`config.mk`:
```
export PLATFORM = sky130hd
export DESIGN_NAME = hilbert_index_4d_encode
export DESIGN_NICKNAME = d
export VERILOG_FILES = /design/src/design/hi4d_pkg.sv /design/src/design/hi4d_scale.sv /design/src/design/hi4d_cell.sv /design/src/design/hi4d_out.sv /design/src/design/hilbert_index_4d_encode.sv
export SDC_FILE = /design/constraint.sdc
export NUM_CORES = 2
export LEC_CHECK = 0
export ABC_AREA = 1
export BUFFER_PORTS_ARGS = -buffer_cell sky130_fd_sc_hd__buf_2
export CORE_UTILIZATION = 30
export CTS_BUF_LIST = sky130_fd_sc_hd__clkbuf_2 sky130_fd_sc_hd__clkbuf_4 sky130_fd_sc_hd__clkbuf_8
export DETAILED_ROUTE_END_ITERATION = 10
export GPL_ROUTABILITY_DRIVEN = 0
export PLACE_DENSITY_LB_ADDON = 0.2
export SYNTH_ARGS = -nofsm -noshare
export SYNTH_HDL_FRONTEND = slang
export SYNTH_SLANG_ARGS = --single-unit
export TNS_END_PERCENT = 20
```
`constraint.sdc`:
```
create_clock -name aclk -period 8.5 [get_ports aclk]
set_input_delay 2.125 -clock aclk [delete_from_list [all_inputs] [get_ports aclk]]
set_output_delay 2.125 -clock aclk [all_outputs]
set_load 0.01 [all_outputs]
```
`src/design/hi4d_pkg.sv`:
```
// Shared constants for the 4-D Hilbert index encoder.
package hi4d_pkg;

    localparam int NDIM      = 4;
    localparam int COORD_W   = 17;
    localparam int FRAC_W    = 16;
    localparam int ORDER_W   = 5;
    localparam int IDX_W     = 64;
    localparam int S_TDATA_W = 72;
    localparam int M_TDATA_W = 64;

    localparam logic [ORDER_W-1:0] ORDER_RESET = 5'd16;
    localparam logic [FRAC_W-1:0]  HALF_Q16    = 16'h8000;

endpackage

```
`src/design/hi4d_scale.sv`:
```
// Input stage: clamp each Q1.16 coordinate, scale to order bits, left-align.
module hi4d_scale #(
    parameter int W = 16
) (
    input  logic                                          aclk,
    input  logic                                          aresetn,
    input  logic [hi4d_pkg::ORDER_W-1:0]                  order_i,
    input  logic [hi4d_pkg::ORDER_W-1:0]                  shamt_i,
    input  logic                                          in_valid,
    output logic                                          in_ready,
    input  logic [hi4d_pkg::NDIM-1:0][hi4d_pkg::COORD_W-1:0] coord_i,
    output logic                                          out_valid,
    input  logic                                          out_ready,
    output logic [hi4d_pkg::NDIM-1:0][W-1:0]              axis_o
);
    import hi4d_pkg::*;

    localparam int PW = COORD_W + W;

    logic                        valid_reg;
    logic [NDIM-1:0][W-1:0]      axis_reg;
    logic [NDIM-1:0][W-1:0]      axis_next;
    logic [W-1:0]                top;

    assign top = ~({W{1'b1}} << order_i);

    always_comb begin
        logic [PW-1:0]     c16;
        logic [PW-1:0]     prod;
        logic [W-1:0]      scaled;
        for (int i = 0; i < NDIM; i++) begin
            c16    = PW'(coord_i[i][FRAC_W-1:0]);
            prod   = (c16 << order_i) - c16 + PW'(HALF_Q16);
            if (coord_i[i] == '0) begin
                scaled = '0;
            end else if (coord_i[i][COORD_W-1]) begin
                scaled = top;
            end else begin
                scaled = prod[FRAC_W +: W];
            end
            // for a valid order, the msb of the axis lands on bit W-1
            axis_next[i] = scaled << shamt_i;
        end
    end

    assign in_ready  = !valid_reg || out_ready;
    assign out_valid = valid_reg;
    assign axis_o    = axis_reg;

    always_ff @(posedge aclk) begin
        if (!aresetn) begin
            valid_reg <= 1'b0;
        end else if (in_ready) begin
            valid_reg <= in_valid;
        end
    end

    always_ff @(posedge aclk) begin
        if (in_ready && in_valid) begin
            axis_reg <= axis_next;
        end
    end

endmodule

```
`src/design/hi4d_cell.sv`:
```
// One bit level of the inverse-undo pass over the four aligned axes.
module hi4d_cell #(
    parameter int W   = 16,
    parameter int POS = 15
) (
    input  logic                              aclk,
    input  logic                              aresetn,
    input  logic [W-1:0]                      vmask_i,
    input  logic                              in_valid,
    output logic                              in_ready,
    input  logic [hi4d_pkg::NDIM-1:0][W-1:0]  axis_i,
    output logic                              out_valid,
    input  logic                              out_ready,
    output logic [hi4d_pkg::NDIM-1:0][W-1:0]  axis_o
);
    import hi4d_pkg::*;

    localparam logic [W-1:0] LOW_BITS = W'((1 << POS) - 1);

    logic                        valid_reg;
    logic [NDIM-1:0][W-1:0]      axis_reg;
    logic [NDIM-1:0][W-1:0]      axis_next;
    logic [W-1:0]                low;

    // padding bits below the active order stay zero
    assign low = LOW_BITS & vmask_i;

    always_comb begin
        logic [W-1:0] t;
        t         = '0;
        axis_next = axis_i;
        for (int i = 0; i < NDIM; i++) begin
            if (axis_next[i][POS]) begin
                axis_next[0] = axis_next[0] ^ low;
            end else begin
                t            = (axis_next[0] ^ axis_next[i]) & low;
                axis_next[0] = axis_next[0] ^ t;
                axis_next[i] = axis_next[i] ^ t;
            end
        end
    end

    assign in_ready  = !valid_reg || out_ready;
    assign out_valid = valid_reg;
    assign axis_o    = axis_reg;

    always_ff @(posedge aclk) begin
        if (!aresetn) begin
            valid_reg <= 1'b0;
        end else if (in_ready) begin
            valid_reg <= in_valid;
        end
    end

    always_ff @(posedge aclk) begin
        if (in_ready && in_valid) begin
            axis_reg <= axis_next;
        end
    end

endmodule

```
`src/design/hi4d_out.sv`:
```
// Output stage: Gray encode, interleave bits msb first, drop padding, zero on bad order, output register.
module hi4d_out #(
    parameter int W = 16
) (
    input  logic                              aclk,
    input  logic                              aresetn,
    input  logic [W-1:0]                      vmask_i,
    input  logic [hi4d_pkg::ORDER_W-1:0]      shamt_i,
    input  logic                              bad_i,
    input  logic                              in_valid,
    output logic                              in_ready,
    input  logic [hi4d_pkg::NDIM-1:0][W-1:0]  axis_i,
    output logic                              out_valid,
    input  logic                              out_ready,
    output logic [hi4d_pkg::IDX_W-1:0]        index_o,
    output logic                              bad_o
);
    import hi4d_pkg::*;

    localparam int FW = NDIM * W;

    logic                        valid_reg;
    logic [IDX_W-1:0]            index_reg;
    logic [IDX_W-1:0]            index_next;
    logic                        bad_reg;
    logic [NDIM-1:0][W-1:0]      gray;
    logic [W-1:0]                tfix;
    logic [FW-1:0]               full;

    always_comb begin
        gray[0] = axis_i[0];
        for (int i = 1; i < NDIM; i++) begin
            gray[i] = gray[i-1] ^ axis_i[i];
        end
    end

    // tfix[j]: parity of gray[NDIM-1] bits above j, zero below the active order
    always_comb begin
        logic par;
        for (int j = 0; j < W; j++) begin
            par = 1'b0;
            for (int p = j + 1; p < W; p++) begin
                par = par ^ gray[NDIM-1][p];
            end
            tfix[j] = par & vmask_i[j];
        end
    end

    always_comb begin
        for (int p = 0; p < W; p++) begin
            for (int i = 0; i < NDIM; i++) begin
                full[NDIM*p + (NDIM-1-i)] = gray[i][p] ^ tfix[p];
            end
        end
    end

    always_comb begin
        logic [FW-1:0] shifted;
        shifted    = full >> ({2'b00, shamt_i} << 2);
        index_next = bad_i ? '0 : IDX_W'(shifted);
    end

    assign in_ready  = !valid_reg || out_ready;
    assign out_valid = valid_reg;
    assign index_o   = index_reg;
    assign bad_o     = bad_reg;

    always_ff @(posedge aclk) begin
        if (!aresetn) begin
            valid_reg <= 1'b0;
        end else if (in_ready) begin
            valid_reg <= in_valid;
        end
    end

    always_ff @(posedge aclk) begin
        if (in_ready && in_valid) begin
            index_reg <= index_next;
            bad_reg   <= bad_i;
        end
    end

endmodule

```
`src/design/hilbert_index_4d_encode.sv`:
```
// Top level: 4-D Hilbert curve index encoder, one point per beat.
//
// Input beats on s_t*: four unsigned Q1.16 coordinates (65536 is 1.0, larger
// clamps to 1.0). Result beats on m_t*: the Hilbert index in m_tdata, with
// 4*order significant bits, and a bad-order flag in m_tuser. An order outside
// 1..MAX_ORDER gives index 0 with the flag set.
// The user must write the order register through cfg_wr_en/cfg_wr_data only
// while no beat is in flight; the block does not enforce it. It resets to 16.
// Pipeline: a scale stage, MAX_ORDER-1 bit-level cells (one per level of the
// undo pass, top level first), and an output stage, each registered; one beat
// per cycle sustained while m_tready stays high.
// Each stage holds its own valid bit and takes a new beat when it is empty or
// its successor takes its beat, so bubbles close up behind a stalled output
// and s_tready drops only once every stage is full.
// Reset (aresetn low, synchronous) empties all stages and sets order to 16.
module hilbert_index_4d_encode #(
    parameter int MAX_ORDER = 16
) (
    input  logic                             aclk,
    input  logic                             aresetn,
    input  logic                             cfg_wr_en,
    input  logic [hi4d_pkg::ORDER_W-1:0]     cfg_wr_data,   // order
    input  logic                             s_tvalid,
    output logic                             s_tready,
    // coord_0 [16:0], coord_1 [33:17], coord_2 [50:34], coord_3 [67:51], zero [71:68]
    input  logic [hi4d_pkg::S_TDATA_W-1:0]   s_tdata,
    output logic                             m_tvalid,
    input  logic                             m_tready,
    // hilbert_index [63:0]
    output logic [hi4d_pkg::M_TDATA_W-1:0]   m_tdata,
    // bad_order [0]
    output logic                             m_tuser
);
    import hi4d_pkg::*;

    localparam int W = MAX_ORDER;

    logic [ORDER_W-1:0]          order_reg;
    logic [ORDER_W-1:0]          shamt;
    logic [W-1:0]                vmask;
    logic                        bad;

    logic [NDIM-1:0][COORD_W-1:0] coord;

    logic [NDIM-1:0][W-1:0]      axis_s  [MAX_ORDER];
    logic                        valid_s [MAX_ORDER];
    logic                        ready_s [MAX_ORDER];

    always_ff @(posedge aclk) begin
        if (!aresetn) begin
            order_reg <= ORDER_RESET;
        end else if (cfg_wr_en) begin
            order_reg <= cfg_wr_data;
        end
    end

    assign bad   = (order_reg == '0) || (order_reg > ORDER_W'(MAX_ORDER));
    assign shamt = ORDER_W'(MAX_ORDER) - order_reg;
    assign vmask = {W{1'b1}} << shamt;

    always_comb begin
        for (int i = 0; i < NDIM; i++) begin
            coord[i] = s_tdata[COORD_W*i +: COORD_W];
        end
    end

    hi4d_scale #(.W(W)) u_scale (
        .aclk      (aclk),
        .aresetn   (aresetn),
        .order_i   (order_reg),
        .shamt_i   (shamt),
        .in_valid  (s_tvalid),
        .in_ready  (s_tready),
        .coord_i   (coord),
        .out_valid (valid_s[0]),
        .out_ready (ready_s[0]),
        .axis_o    (axis_s[0])
    );

    for (genvar j = 1; j < MAX_ORDER; j++) begin : g_chain
        hi4d_cell #(.W(W), .POS(MAX_ORDER - j)) u_cell (
            .aclk      (aclk),
            .aresetn   (aresetn),
            .vmask_i   (vmask),
            .in_valid  (valid_s[j-1]),
            .in_ready  (ready_s[j-1]),
            .axis_i    (axis_s[j-1]),
            .out_valid (valid_s[j]),
            .out_ready (ready_s[j]),
            .axis_o    (axis_s[j])
        );
    end

    hi4d_out #(.W(W)) u_out (
        .aclk      (aclk),
        .aresetn   (aresetn),
        .vmask_i   (vmask),
        .shamt_i   (shamt),
        .bad_i     (bad),
        .in_valid  (valid_s[MAX_ORDER-1]),
        .in_ready  (ready_s[MAX_ORDER-1]),
        .axis_i    (axis_s[MAX_ORDER-1]),
        .out_valid (m_tvalid),
        .out_ready (m_tready),
        .index_o   (m_tdata),
        .bad_o     (m_tuser)
    );

endmodule
```
Word-level counts from Yosys, hierarchy flattened. Cells that the tools add are included. Widths: inputs -> output; s select.

Register bits after elaboration: 1111. Input port bits: 82. Output and inout port bits: 67. Logic and storage cells: 804.

Add/sub/neg operators: 9. Order comparisons: 1. Shift-type cells: 11. Muxes and demuxes: 113. Bitwise operators: 484. Reductions and logical operators: 57.

Operators by type and width (number): $xor 16x16->16 (183); $mux 16 (110); $xor 1x1->1 (165); $add 32x16->32 const B (4); $shl 16x5->32 (4); $sub 32x16->32 (4); $logic_not 17->1 (4); $and 16x1->16 (4); $and 16x10->16 (4); $and 16x11->16 (4); $and 16x12->16 (4); $and 16x13->16 (4); $and 16x14->16 (4); $and 16x15->16 (4); $and 16x2->16 (4); $and 16x3->16 (4); $and 16x4->16 (4); $and 16x5->16 (4); $and 16x6->16 (4); $and 16x7->16 (4); $and 16x8->16 (4); $and 16x9->16 (4); $shl 16x5->16 (4); $shr 64x7->64 (1); 26 further kinds (136).

Depth between registers and ports, before layout.
Depth in word-level cells: 20. Mapped depth: 32. Depth with buffers taken out: 31.

By module. Synthesis repeated with hierarchy kept, for this count alone.

Cells, all modules: 9506. Area, all modules: 72478.3 um2.

By module, submodules not included: hi4d_scale (times used 1, cells each 3301, area each 17986.0 um2, sequential area each 1941.9 um2); hi4d_out (times used 1, cells each 1205, area each 7468.4 um2, sequential area each 1971.9 um2); hi4d_cell (g_chain[1].u_cell) (times used 1, cells each 573, area each 4071.4 um2, sequential area each 1941.9 um2); hi4d_cell (g_chain[3].u_cell) (times used 1, cells each 497, area each 3877.5 um2, sequential area each 1941.9 um2); hi4d_cell (g_chain[2].u_cell) (times used 1, cells each 509, area each 3861.2 um2, sequential area each 1941.9 um2); hi4d_cell (g_chain[4].u_cell) (times used 1, cells each 461, area each 3657.3 um2, sequential area each 1941.9 um2); hi4d_cell (g_chain[5].u_cell) (times used 1, cells each 419, area each 3530.9 um2, sequential area each 1941.9 um2); hi4d_cell (g_chain[6].u_cell) (times used 1, cells each 399, area each 3352.0 um2, sequential area each 1941.9 um2); hi4d_cell (g_chain[7].u_cell) (times used 1, cells each 344, area each 3178.0 um2, sequential area each 1941.9 um2); hi4d_cell (g_chain[8].u_cell) (times used 1, cells each 315, area each 3094.2 um2, sequential area each 1941.9 um2); hi4d_cell (g_chain[9].u_cell) (times used 1, cells each 300, area each 3056.7 um2, sequential area each 1941.9 um2); hi4d_cell (g_chain[10].u_cell) (times used 1, cells each 275, area each 2859.0 um2, sequential area each 1941.9 um2); hi4d_cell (g_chain[11].u_cell) (times used 1, cells each 228, area each 2661.3 um2, sequential area each 1941.9 um2); hi4d_cell (g_chain[12].u_cell) (times used 1, cells each 201, area each 2582.5 um2, sequential area each 1941.9 um2); +4 rows.

Worst setup path after synthesis. Ideal clock, no wire load.

Kind: input-to-reg. Start point: input m_tready. End point: register u_scale.axis_reg, in the netlist u_scale.axis_o[0] (enable). Setup time: 0.507 ns. Arrival: 6.312 ns. Required time: 7.993 ns. Setup slack: 1.681 ns. Cell stages on the path: 20. Path buffers: 0. Cells stage by stage: nor2_1 inv_1 nor2_1 inv_1 nor2_1 inv_2 nor2_4 nand2_2 nor2_2 nand2_2 nor2_4 nand2_1 nor2_2 nand2_2 nor2_2 nand2_1 nor2_2 nand2_2 nor2_4 a21oi_1.

Cells in the longest elaborated chain, start to end: 18.

RTL lines: start, declared (line hilbert_index_4d_encode.sv:28) `input logic m_tready,`; $logic_or 1x1->1 (line hi4d_out.sv:63) `assign in_ready = !valid_reg || out_ready;`; $logic_or 1x1->1 (15 in series) (line hi4d_cell.sv:43) `assign in_ready = !valid_reg || out_ready;`; $logic_or 1x1->1 (line hi4d_scale.sv:46) `assign in_ready = !valid_reg || out_ready;`; $logic_and 1x1->1 (line hi4d_scale.sv:59) `if (in_ready && in_valid) begin`; end signal, assigned (line hi4d_scale.sv:60) `axis_reg <= axis_next;`; end, declared (line hi4d_scale.sv:21) `logic [NDIM-1:0][W-1:0] axis_reg;`.

No other way between the ends. A chain may end at the register's enable or synchronous reset.

Final worst setup path.
Start point: input m_tready. End point: output s_tready.

Cells in the longest elaborated chain, start to end: 17.

RTL lines: $logic_or 1x1->1 (line hi4d_out.sv:63); $logic_or 1x1->1 (15 in series) (line hi4d_cell.sv:43); $logic_or 1x1->1 (line hi4d_scale.sv:46); end, declared (line hilbert_index_4d_encode.sv:24) `output logic s_tready,`.

No other way between the ends.

==> key figures <==
Yosys
  • Synth cell types: 69
  • #FFs+latches synth: 1111
  • Mapped Cells: 8348
  • Synthesized area: 0.0684 sq mm
  • Top-area cell type share of the netlist area: 0.478
  • FFs w/ async S/R, synth: 0
  • Syn avg cell area: 8.19 sq um
  • Post-synth top flop: edfxtp_1
  • Dominant cells by area after synthesis: edfxtp_1, nand2_1, nand3_1, inv_1, nor2_1
  • Post-synth EDFFs: 1089
  • Yosys warns: 0
  • Dominant cell type by area after synthesis: edfxtp_1
  • Sequential cell area fraction in the yosys report: 0.485
  • Syn nets: 8613

Final layout
  • Multi-input gate area: 0.0299 sq mm
  • Layout Nets: 8656
  • Sequential standard cell area: 0.0331 sq mm
  • Filler Cells Inserted: 23400
  • Max reg flops: 960
  • Layout cells sized above 1: 0.0891
  • Area Overhead vs Synth: 11.2%
  • Core Util, Final: 0.337

Routing
  • Vias per inst: 5.17
  • 1st-pass router iterations: 9
  • WL per Instance: 20.5 um
  • Final antenna-violating net count: 0
  • Routed WL: 236000 um
  • DR vias: 59700
  • DRT iter0 DRCs: 6437
  • Residual DRC: 0

Worst setup path
  • Critical path type: in2out
  • CP Data Required Time: 6380 ps
  • CP Max Fanout: 4
  • Critical Path Start: m_tready
  • Critical Path AT: 5550 ps
  • Critical R2R Launch: order_reg[1]
  • Crit. End Element: output pin
  • Worst setup SP type: input pin

Clock tree
  • Cts bufs inserted: 189
  • CTS Root Cell: clkbuf_8
  • Post-cts resize count: 0
  • Worst-Skew Late Latency: 970 ps
  • CTS tree: built
  • Post-CTS setup buffers: 0
  • CTS sink count: 1111
  • Clock Tree Buf Depth: 3
  • CTS Hold Bufs: 0
  • H-tree depth: 4
  • CTS clk-pin slew, worst paths: 60 ps

Run
  • Max-Cap Viols: 0

Timing
  • Max Transition Viols Final: 0
  • Maximum clock frequency: 130 MHz
  • Crit path time final: 7670 ps
  • Worst hold slack: 395 ps
  • Tcrit/Tclk final: 0.903
  • RSZ-0062 raised after global routing: no
  • Actual slew at the worst max-slew pin: 1330 ps
  • Setup violators final: 0
  • Final WS setup: 827 ps
  • Final Hold Vio Count: 0
  • Clock Skew: 89.3 ps
  • Worst rel slew slack: 0.107
  • Final setup TNS: 0 ps

Floorplan
  • Core area: 0.226 sq mm
  • DIE WIDTH: 479 um
  • Die Area: 0.230 sq mm
  • # rows: 174
  • Die H: 479 um
  • I/O pin cnt: 149
  • Initial core utilization: 0.303

Hold path
  • Worst Hold Class: reg2reg
  • Hold_sp: g_chain[12].u_cell.axis_o[7]

Place
  • DP Worst Slack: 850 ps
  • Final HPWL DP: 173000 um
  • I/O Buffers: 144

Global route
  • Largest net degree at the start of global routing: 88
  • Total congestion overflow: 0
  • GRT Total Usage: 0.200
  • Initial antenna violation count: 4
  • First-pass GRT wire length: 349000 um
  • Vias in the first global route: 56200

Run status
  • Status: finished, final reports clean

Power and ir drop
  • Leak: 30.9 nW
  • Max VDD drop: 0.184 mV
  • Pwr dens: 202 mW/mm^2
[metal layers]
| layer | share of wire | wire, um | vias up | track usage |
|---|---|---|---|---|
| met1 | 0.45 | 106000 | 28300 | 0.277 |
| li1 | - | - | 28500 | - |
| met2 | 0.43 | 103000 | 2513 | 0.309 |
| met3 | 0.080 | 18900 | 404 | 0.0354 |
| met5 | 0 | 0 | - | 0 |
| met4 | 0.037 | 8800 | 0 | 0.0771 |
[cell usage after synthesis (33+ instances only)]
cell and n:
ha_1 183, xnor2_1 64, a21oi_1 400, mux2i_1 59
a31oi_1 126, nand4_1 79, o21ai_0 572, nor2_1 809
clkbuf_1 211, edfxtp_1 1089, nand3_1 788, o21ai_1 83
nand2_1 1941, o221ai_1 33, o22ai_1 104, nor3_1 67
a21o_1 34, buf_1 79, inv_2 51, o21a_1 49
buf_2 74, xor2_1 93, inv_1 975
[metrics by stage]
step	power, mW	std cells	area [sq um]
after floorplan	9.05	8348	68400
after global placement	10.3	11200	72100
after detailed placement	10.3	11200	72100
after CTS	15.4	11500	76000
after global routing	16.1	11500	76000
final	15.3	11500	76000
[final timing paths]
| check | end | slack, ps | depth (start not counted) |
|---|---|---|---|
| worst max-delay path | s_tready | 830 | 22 |
| worst min-delay path | g_chain[13].u_cell.axis_o[7] | 390 | 0 |
| worst max register to register | u_scale.axis_o[25] | 2250 | 21 |
| worst min register to register | g_chain[13].u_cell.axis_o[7] | 390 | 0 |
[cell usage in the layout, fill, tap and decap left out, drive strengths merged, types with 7 or more instances in the layout]
master  synthesis  routed
xnor2          64      64
nor2          832     832
nand3b         22      22
xor2           93      93
a21oi         401     401
nand2        1973    1973
a21o           34      34
o22ai         104     104
a21boi         10      10
inv          1028    1035
o21a           49      49
o21bai         16      16
o31ai          25      25
a31oi         127     127
clkinv         14      68
a22oi          14      14
and2            7       7
or2            31      31
mux2i          59      59
edfxtp       1089    1089
dfxtp          22      22
a221oi          9       9
nand4          79      79
buf           168     231
nor4           13      13
nand3         799     799
bufinv          0       7
nor3           73      73
ha            183     183
clkbuf        211     267
a211oi         11      11
mux2           32      32
o211ai         37      37
o221ai         33      33
o21ai         656     656
a31o            8       8
[report_power, final]
| group | internal (mW) | switching (mW) | leakage (nW) |
|---|---|---|---|
| Combinational | 1.16 | 2.93 | 18.7 |
| Clock | 2.70 | 2.30 | 2.06 |
| Sequential | 6.15 | 0.101 | 10.1 |
| Total | 10.0 | 5.33 | 30.9 |
[kinds of logic after synthesis]
logic type      Yosys count  share of synthesized area
compound gates         1553                      0.130
flops                  1111                      0.485
buf+inv                1421                     0.0806
simple gates           3832                      0.237
xor+xnor                157                     0.0201
mux                      91                     0.0139
fa+ha+maj               183                     0.0335
[critical path, cell delays in order]
cell	delay [ps]
buf_2	100
nor2_1	310
inv_1	100
nor2_1	110
inv_1	70
nor2_1	120
inv_2	70
nor2_4	180
nand2_2	90
nor2_2	130
nand2_2	100
nor2_4	170
nand2_1	110
nor2_2	290
nand2_2	130
nor2_2	270
nand2_1	140
nor2_2	320
nand2_2	140
nor2_4	200
nand2_2	80
buf_2	170
[layout make-up]
class	instances	share of cell area
antenna	4	0.000132
clock buffer	267	0.0424
clock inverter	70	0.00912
inverter	1042	0.0516
multi-input combinational	5816	0.393
sequential	1111	0.436
tap	2992	0.0493
timing repair buffer	231	0.0182
Power figures use the tool's default switching activity.
